$ cat src/rtl/core/ttc_pkg.sv
`timescale 1ns / 1ps

package ttc_pkg;

    localparam int COUNT_W = 19;
    localparam int HOURS_W = 8;
    localparam int MINS_W  = 6;
    localparam int SECS_W  = 6;

    localparam int S_TDATA_W = 8;
    localparam int M_TDATA_W = 24;

    localparam logic [COUNT_W-1:0] SECS_PER_HOUR     = COUNT_W'(3600);
    localparam logic [COUNT_W-1:0] COUNT_LIMIT_RESET = COUNT_W'(360000);
    localparam logic [MINS_W-1:0]  LAST_MINUTE       = MINS_W'(59);
    localparam logic [SECS_W-1:0]  LAST_SECOND       = SECS_W'(59);

    // Trip time held both as a flat second count and as its hour, minute and
    // second digits. The two forms are advanced together so that no division
    // is ever needed to present the digits.
    typedef struct packed {
        logic [COUNT_W-1:0] total;
        logic [HOURS_W-1:0] hh;
        logic [MINS_W-1:0]  mm;
        logic [SECS_W-1:0]  ss;
    } trip_time_t;

    localparam trip_time_t TRIP_TIME_ZERO = '0;

    // Advance a trip time by one second, carrying through the digits.
    function automatic trip_time_t tt_increment(input trip_time_t t);
        trip_time_t r;
        r       = t;
        r.total = t.total + COUNT_W'(1);
        if (t.ss == LAST_SECOND) begin
            r.ss = '0;
            if (t.mm == LAST_MINUTE) begin
                r.mm = '0;
                r.hh = t.hh + HOURS_W'(1);
            end else begin
                r.mm = t.mm + MINS_W'(1);
            end
        end else begin
            r.ss = t.ss + SECS_W'(1);
        end
        return r;
    endfunction

endpackage

$ cat src/rtl/core/trip_time_counter_core.sv
`timescale 1ns / 1ps

// Channel    | Direction | Beat contents
// -----------+-----------+-----------------------------------------------------
// s_axis     | in        | one-second tick, tdata[0] = ignition_on
// m_axis     | out       | one result per tick: hours, minutes, seconds, valid
// cfg        | in        | count_limit, the trip-second count that wraps to zero
//
// Each tick passes from acceptance into the input register; from there the
// counter update and digit selection feed the result register, which presents
// its result beat. A new tick can be taken every cycle while m_axis accepts
// results; the trip counter needs no divider because the hour, minute and
// second digits are counted alongside the flat count.
// Reset clears the counter, the saved total, the ignition history and both
// pipeline registers, and loads the limit with 360000 seconds.
// When m_axis is stalled, one tick can still wait in the input register.
module trip_time_counter_core (
    input  logic                          aclk,
    input  logic                          aresetn,

    input  logic                          s_axis_tvalid,
    output logic                          s_axis_tready,
    // [0] ignition_on, [7:1] zero
    input  logic [ttc_pkg::S_TDATA_W-1:0] s_axis_tdata,

    output logic                          m_axis_tvalid,
    input  logic                          m_axis_tready,
    // [7:0] hours, [13:8] minutes, [19:14] seconds, [20] time_valid, [23:21] zero
    output logic [ttc_pkg::M_TDATA_W-1:0] m_axis_tdata,

    input  logic                          cfg_valid,
    output logic                          cfg_ready,
    input  logic [ttc_pkg::COUNT_W-1:0]   cfg_data
);

    import ttc_pkg::*;

    // Configuration register. Writes are to be made only while the block is idle;
    // the user must keep to this, as the block does not enforce it: it is always ready.
    logic [COUNT_W-1:0] count_limit_reg;

    // Input stage.
    logic in_valid_reg;
    logic in_ign_reg;

    // Counter state.
    trip_time_t running_reg, running_next;
    trip_time_t saved_reg,   saved_next;
    logic       ign_before_reg, ign_before_next;

    // Result stage.
    logic               out_valid_reg;
    logic [HOURS_W-1:0] hours_reg,   hours_next;
    logic [MINS_W-1:0]  minutes_reg, minutes_next;
    logic [SECS_W-1:0]  seconds_reg, seconds_next;
    logic               time_valid_reg, time_valid_next;

    logic       advance;
    trip_time_t base_time;
    trip_time_t incr_time;
    logic       below_hour;
    logic       below_limit;

    // The tick in the input register moves on whenever the result register is
    // empty or its beat is being taken in this cycle.
    assign advance       = in_valid_reg && (!out_valid_reg || m_axis_tready);
    assign s_axis_tready = !in_valid_reg || advance;
    assign cfg_ready     = 1'b1;

    // When ignition was off on the previous tick, counting resumes from the
    // total saved when it went off.
    assign base_time   = ign_before_reg ? running_reg : saved_reg;
    assign incr_time   = tt_increment(base_time);
    assign below_hour  = incr_time.total < SECS_PER_HOUR;
    assign below_limit = incr_time.total < count_limit_reg;

    always_comb begin
        running_next    = running_reg;
        saved_next      = saved_reg;
        ign_before_next = ign_before_reg;
        hours_next      = '0;
        minutes_next    = '0;
        seconds_next    = '0;
        time_valid_next = 1'b0;
        if (in_ign_reg) begin
            ign_before_next = 1'b1;
            time_valid_next = 1'b1;
            if (below_hour) begin
                // Under one hour the display shows minutes and seconds.
                running_next = incr_time;
                minutes_next = incr_time.mm;
                seconds_next = incr_time.ss;
            end else if (below_limit) begin
                // From one hour up the display shows hours and minutes.
                running_next = incr_time;
                hours_next   = incr_time.hh;
                minutes_next = incr_time.mm;
            end else begin
                // Reaching the limit wraps the trip time back to zero.
                running_next = TRIP_TIME_ZERO;
            end
        end else begin
            // The total is kept only on the falling edge of ignition.
            if (ign_before_reg) begin
                saved_next = running_reg;
            end
            ign_before_next = 1'b0;
            running_next    = TRIP_TIME_ZERO;
        end
    end

    always_ff @(posedge aclk) begin
        if (!aresetn) begin
            count_limit_reg <= COUNT_LIMIT_RESET;
            in_valid_reg    <= 1'b0;
            in_ign_reg      <= 1'b0;
            running_reg     <= TRIP_TIME_ZERO;
            saved_reg       <= TRIP_TIME_ZERO;
            ign_before_reg  <= 1'b0;
            out_valid_reg   <= 1'b0;
            hours_reg       <= '0;
            minutes_reg     <= '0;
            seconds_reg     <= '0;
            time_valid_reg  <= 1'b0;
        end else begin
            if (cfg_valid && cfg_ready) begin
                count_limit_reg <= cfg_data;
            end

            if (s_axis_tvalid && s_axis_tready) begin
                in_valid_reg <= 1'b1;
                in_ign_reg   <= s_axis_tdata[0];
            end else if (advance) begin
                in_valid_reg <= 1'b0;
            end

            if (advance) begin
                running_reg    <= running_next;
                saved_reg      <= saved_next;
                ign_before_reg <= ign_before_next;
                out_valid_reg  <= 1'b1;
                hours_reg      <= hours_next;
                minutes_reg    <= minutes_next;
                seconds_reg    <= seconds_next;
                time_valid_reg <= time_valid_next;
            end else if (m_axis_tready) begin
                out_valid_reg <= 1'b0;
            end
        end
    end

    assign m_axis_tvalid = out_valid_reg;
    assign m_axis_tdata  = {3'b000, time_valid_reg, seconds_reg, minutes_reg, hours_reg};

    // With ignition off on the last tick the running count has been cleared.
    a_off_count_clear: assert property (@(posedge aclk) disable iff (!aresetn)
        !ign_before_reg |-> (running_reg == TRIP_TIME_ZERO))
        else $error("running count not cleared while ignition is off");

    // The digits always describe the flat count.
    a_running_digits: assert property (@(posedge aclk) disable iff (!aresetn)
        (running_reg.mm <= LAST_MINUTE) && (running_reg.ss <= LAST_SECOND) &&
        (32'(running_reg.total) == 32'(running_reg.hh) * 32'd3600 +
         32'(running_reg.mm) * 32'd60 + 32'(running_reg.ss)))
        else $error("running digits disagree with running count");

    a_saved_digits: assert property (@(posedge aclk) disable iff (!aresetn)
        (32'(saved_reg.total) == 32'(saved_reg.hh) * 32'd3600 +
         32'(saved_reg.mm) * 32'd60 + 32'(saved_reg.ss)))
        else $error("saved digits disagree with saved count");

    // A result for an ignition-off tick carries no time.
    a_off_result_zero: assert property (@(posedge aclk) disable iff (!aresetn)
        (out_valid_reg && !time_valid_reg) |->
        (hours_reg == '0) && (minutes_reg == '0) && (seconds_reg == '0))
        else $error("time shown with ignition off");

endmodule
$ cat config.mk
export PLATFORM = sky130hd
export DESIGN_NAME = trip_time_counter_core
export DESIGN_NICKNAME = d
export VERILOG_FILES = /design/src/rtl/core/ttc_pkg.sv /design/src/rtl/core/trip_time_counter_core.sv
export SDC_FILE = /design/constraint.sdc
export NUM_CORES = 1
export LEC_CHECK = 0
export BUFFER_PORTS_ARGS = -buffer_cell sky130_fd_sc_hd__buf_2
export CAP_MARGIN = 15
export CORE_MARGIN = 2
export CORE_UTILIZATION = 50
export CTS_CLUSTER_SIZE = 28
export DETAILED_ROUTE_END_ITERATION = 16
export HOLD_SLACK_MARGIN = 0.02
export PLACE_DENSITY = 0.75
export SLEW_MARGIN = 20
export SYNTH_ARGS = -nofsm -noshare
export SYNTH_HDL_FRONTEND = slang
export SYNTH_SLANG_ARGS = --single-unit
$ cat constraint.sdc
create_clock -name aclk -period 8.4 [get_ports aclk]
set_input_delay 1.68 -clock aclk [delete_from_list [all_inputs] [get_ports aclk]]
set_output_delay 1.68 -clock aclk [all_outputs]
set_load 0.05 [all_outputs]
==> results.toml <==
[status]
status = "finished, final reports clean"

[sta]
worst_clock_skew_ns = 0.008148
setup-tns-final_ns = 0
max_freq_mhz = 207.0
min_period_ns = 4.830
rsz0062_at_grt = "no"
finalCritPeriodShare = 0.5750
setup_violations = 0
relSlewSlack = 0.2296
tightest_slew_ns = 1.156
final_max_slew_viol_count = 0
holdWs_ns = 0.4452
finalHoldViolations = 0
worst_slack_ns = 3.570

[logic_synthesis]
synthesis.area_um2 = 6173
synth-seq-area-share = 0.3729
synth-edff-count = 0
syn_avg_cell_area_um2 = 8.365
synth_flop_cell = "dfxtp_1"
synthArstFlopShare = 0
synthesis.instances = 738
ys_types = 61
ys_warn_count = 0
ys_ff_latch = 115

[floorplanning]
core_um2 = 12010
die-area_um2 = 13250
start_util = 0.5140
num_rows = 40
die_width_um = 115.1
ioPinCount = 59
die_y_um = 115.1

[power_and_ir_drop]
irDropWorstVdd_uv = 163.7
p_seq_frac = 0.414
leakagePower_nw = 2.706
switching_share = 0.2437
clockPowerShare = 0.514
p_int_mw = 1.034
combPwrFrac = 0.073
switchingPower_mw = 0.3333
powerDensity_nw_per_um2 = 196.3

[critical_path]
worst_setup_path_start_kind = "register"
crit_cells = 14
critPathArrivalTime_ns = 5.08
path_cells = "buf_4 > nand3_1 > o21ai_1 > buf_4 > nand4_1 > nor2_1 > nand3_1 > xnor2_1 > ha_1 > nand3_1 > nor2_1 > nand4_1 > a2bb2oi_4 > o21ai_0"
max_stage_delay_ns = 0.92
path_class = "reg -> reg"
r2r_cells = 14
endpoint = "running_reg[34]"
crit_slowest_cell = "a2bb2oi_4"
cp-end-kind = "register"
rrSetupSlack_ns = 3.57
worstPathRequired_ns = 8.65
r2r-start = "time_valid_reg"
cp-startpoint = "time_valid_reg"
crit_path_frequent_cell = "nand3_1"
critPathBufInv = 2
crit_family = "simple AND/OR/NAND/NOR gates"
path_max_fanout = 61
r2r_end = "running_reg[34]"

[routing]
drt_first_pass_iters = 7
antenna_left = 0
drt-wirelength-per-cell_um = 16.47
vias = 5416
drtIter0Drc = 395
wl_um = 15100
post-route-drc-count = 0
vias_per_cell = 5.906

[clock_tree]
cts_tree = "done"
numClockSinks = 115
cts_max_path_buffers = 2
insertion_delay_ns = 0.42
ctsHoldBuffers = 0
clk_pin_slew_ns = 0.06
cts_root_buf = "clkbuf_16"
cts_buffers = 17
post_cts_resized = 0
cts_setup_buffers = 0
cts_htree_levels = 4

[placement]
placedCellCount = 883
place.gp.congestion = 0.9040
pre_cts_slack_ns = 3.604
io_buffers = 47
dp_hpwl_um = 9853

[global_routing]
grt_antenna_before_repair = 0
grt_pass1_wl_um = 24930
grt_overflow_total = 0
grt_max_degree = 65
globalRouteTotalUtil = 0.2355
grt_pass1_vias = 5214

[final_layout]
final_cells = 917
final_net_count = 808
area_growth_pct = 12.87
fillers = 1041
final_layout_size_suffix_gt1_frac = 0.1506
diodes = 0

[min_path]
min_path_type = "reg -> reg"
holdPathStages = 2

[job]
drv_cap = 0
[tightest hold or removal path: cells and delay by family (launching register included)]
kind,cells,cell delay (ns)
flops,1,0.32
simple gates,1,0.05
compound gates,1,0.05
[cells in the mapped netlist, types with 3 or more instances]
cell | instances | area, um^2
nand4_1 | 14 | 87.58
mux2i_1 | 38 | 380.4
a21oi_1 | 36 | 180.2
o211ai_1 | 13 | 97.59
o31ai_1 | 26 | 195.2
inv_1 | 25 | 93.84
nand4b_1 | 4 | 35.03
o41a_1 | 4 | 45.04
o41ai_2 | 3 | 48.80
and3b_1 | 3 | 26.28
o41ai_1 | 7 | 61.31
mux2_2 | 14 | 157.7
clkbuf_1 | 27 | 101.4
a31oi_1 | 4 | 25.02
xor2_1 | 15 | 131.4
nor2_1 | 50 | 187.7
and3_1 | 6 | 37.54
a211oi_1 | 7 | 52.55
buf_1 | 6 | 22.52
xnor2_1 | 23 | 201.4
nand2_1 | 148 | 555.5
ha_1 | 19 | 237.7
nor2b_1 | 3 | 18.77
o21ai_0 | 15 | 75.07
nand3_1 | 24 | 120.1
nor3_1 | 17 | 85.08
a22oi_1 | 3 | 22.52
buf_2 | 8 | 40.04
buf_4 | 13 | 97.59
dfxtp_1 | 115 | 2302
and2_1 | 8 | 50.05
[per-stage QoR]
stage / utilization / area (um^2) / power, mW
floorplan: - / 6181 / 0.6498
global placement: 0.5297 / 6362 / 0.6690
detailed placement: 0.5297 / 6362 / 0.6734
CTS: 0.5778 / 6940 / 1.367
global route: 0.5801 / 6968 / 1.407
finish: 0.5801 / 6968 / 1.368
[worst min-delay path by stage]
stage | from | endpoint | slack [ns]
final | hours_reg[7] | hours_reg[7] | 0.45
after CTS | hours_reg[3] | hours_reg[3] | 0.45
after global routing | hours_reg[7] | hours_reg[7] | 0.46
after detailed placement | hours_reg[3] | hours_reg[3] | 0.44
after floorplan | running_reg[0] | running_reg[0] | 0.41
after global placement | running_reg[1] | running_reg[1] | 0.42
[power groups by stage]
| stage | Combinational [mW] | Sequential [mW] | Clock (mW) |
|---|---|---|---|
| 4_1_cts | 0.0969 | 0.566 | 0.704 |
| 3_5_place_dp | 0.0962 | 0.577 | 0 |
| 6_report | 0.0992 | 0.566 | 0.703 |
| 2_1_floorplan | 0.0743 | 0.576 | 0 |
| 3_3_place_gp | 0.0924 | 0.577 | 0 |
| 5_1_grt | 0.109 | 0.567 | 0.731 |
[layout by cell type (no fill, tap or decap), types with 3 or more instances in the layout]
master and instances:
nand2_1 148, ha_1 19, a21oi_1 36, nand4b_1 4, xnor2_1 23, mux2i_1 38
and2_1 8, a211oi_1 7, clkinv_2 4, nand3_1 24, nor3_1 17, xor2_1 15
a22oi_1 3, o41ai_2 3, a31oi_1 4, o21ai_0 15, dfxtp_1 114, o41ai_1 7
clkbuf_16 17, and3_1 6, and3b_1 3, nor2b_1 3, o31ai_1 26, conb_1 4
buf_2 48, mux2_2 14, inv_1 24, buf_4 5, o41a_1 4, clkinvlp_4 5
nand4_1 14, nor2_1 48, o211ai_1 13
[area by class of cell]
| class | count | area [um^2] | share of cell area |
|---|---|---|---|
| clock buffers | 19 | 442.9 | 0.06357 |
| clock inverters | 13 | 135.1 | 0.01939 |
| inverters | 25 | 93.84 | 0.01347 |
| multi-input cells | 544 | 3511 | 0.5039 |
| flip-flops and latches | 115 | 2303 | 0.3306 |
| well taps | 147 | 183.9 | 0.02640 |
| repair buffers | 54 | 297.8 | 0.04274 |
[routing by layer]
metal / track usage / part of all wire / up-vias / routed length (um)
met1: 0.2884 / 0.43 / 2583 / 6486
met4: 0.1084 / 0.027 / 0 / 406
met2: 0.3988 / 0.50 / 171 / 7502
met3: 0.04797 / 0.047 / 37 / 705
li1: - / - / 2625 / -
met5: 0 / 0 / - / 0
[cells by family (layout without fill, tap and decap cells)]
kind of cell / count (synthesis) / after routing / share of synthesized area
AND/OR/NAND/NOR: 290 / 290 / 0.2118
XOR/XNOR: 39 / 39 / 0.05756
other: 2 / 4 / 0.001217
AO/OA/AOI/OAI: 137 / 137 / 0.1640
buffers and inverters: 81 / 111 / 0.06121
adder cells (fa/ha/maj): 21 / 21 / 0.04195
flip-flops: 115 / 115 / 0.3729
multiplexers: 53 / 53 / 0.08938
Note: power is estimated with default switching activity, not from simulation.
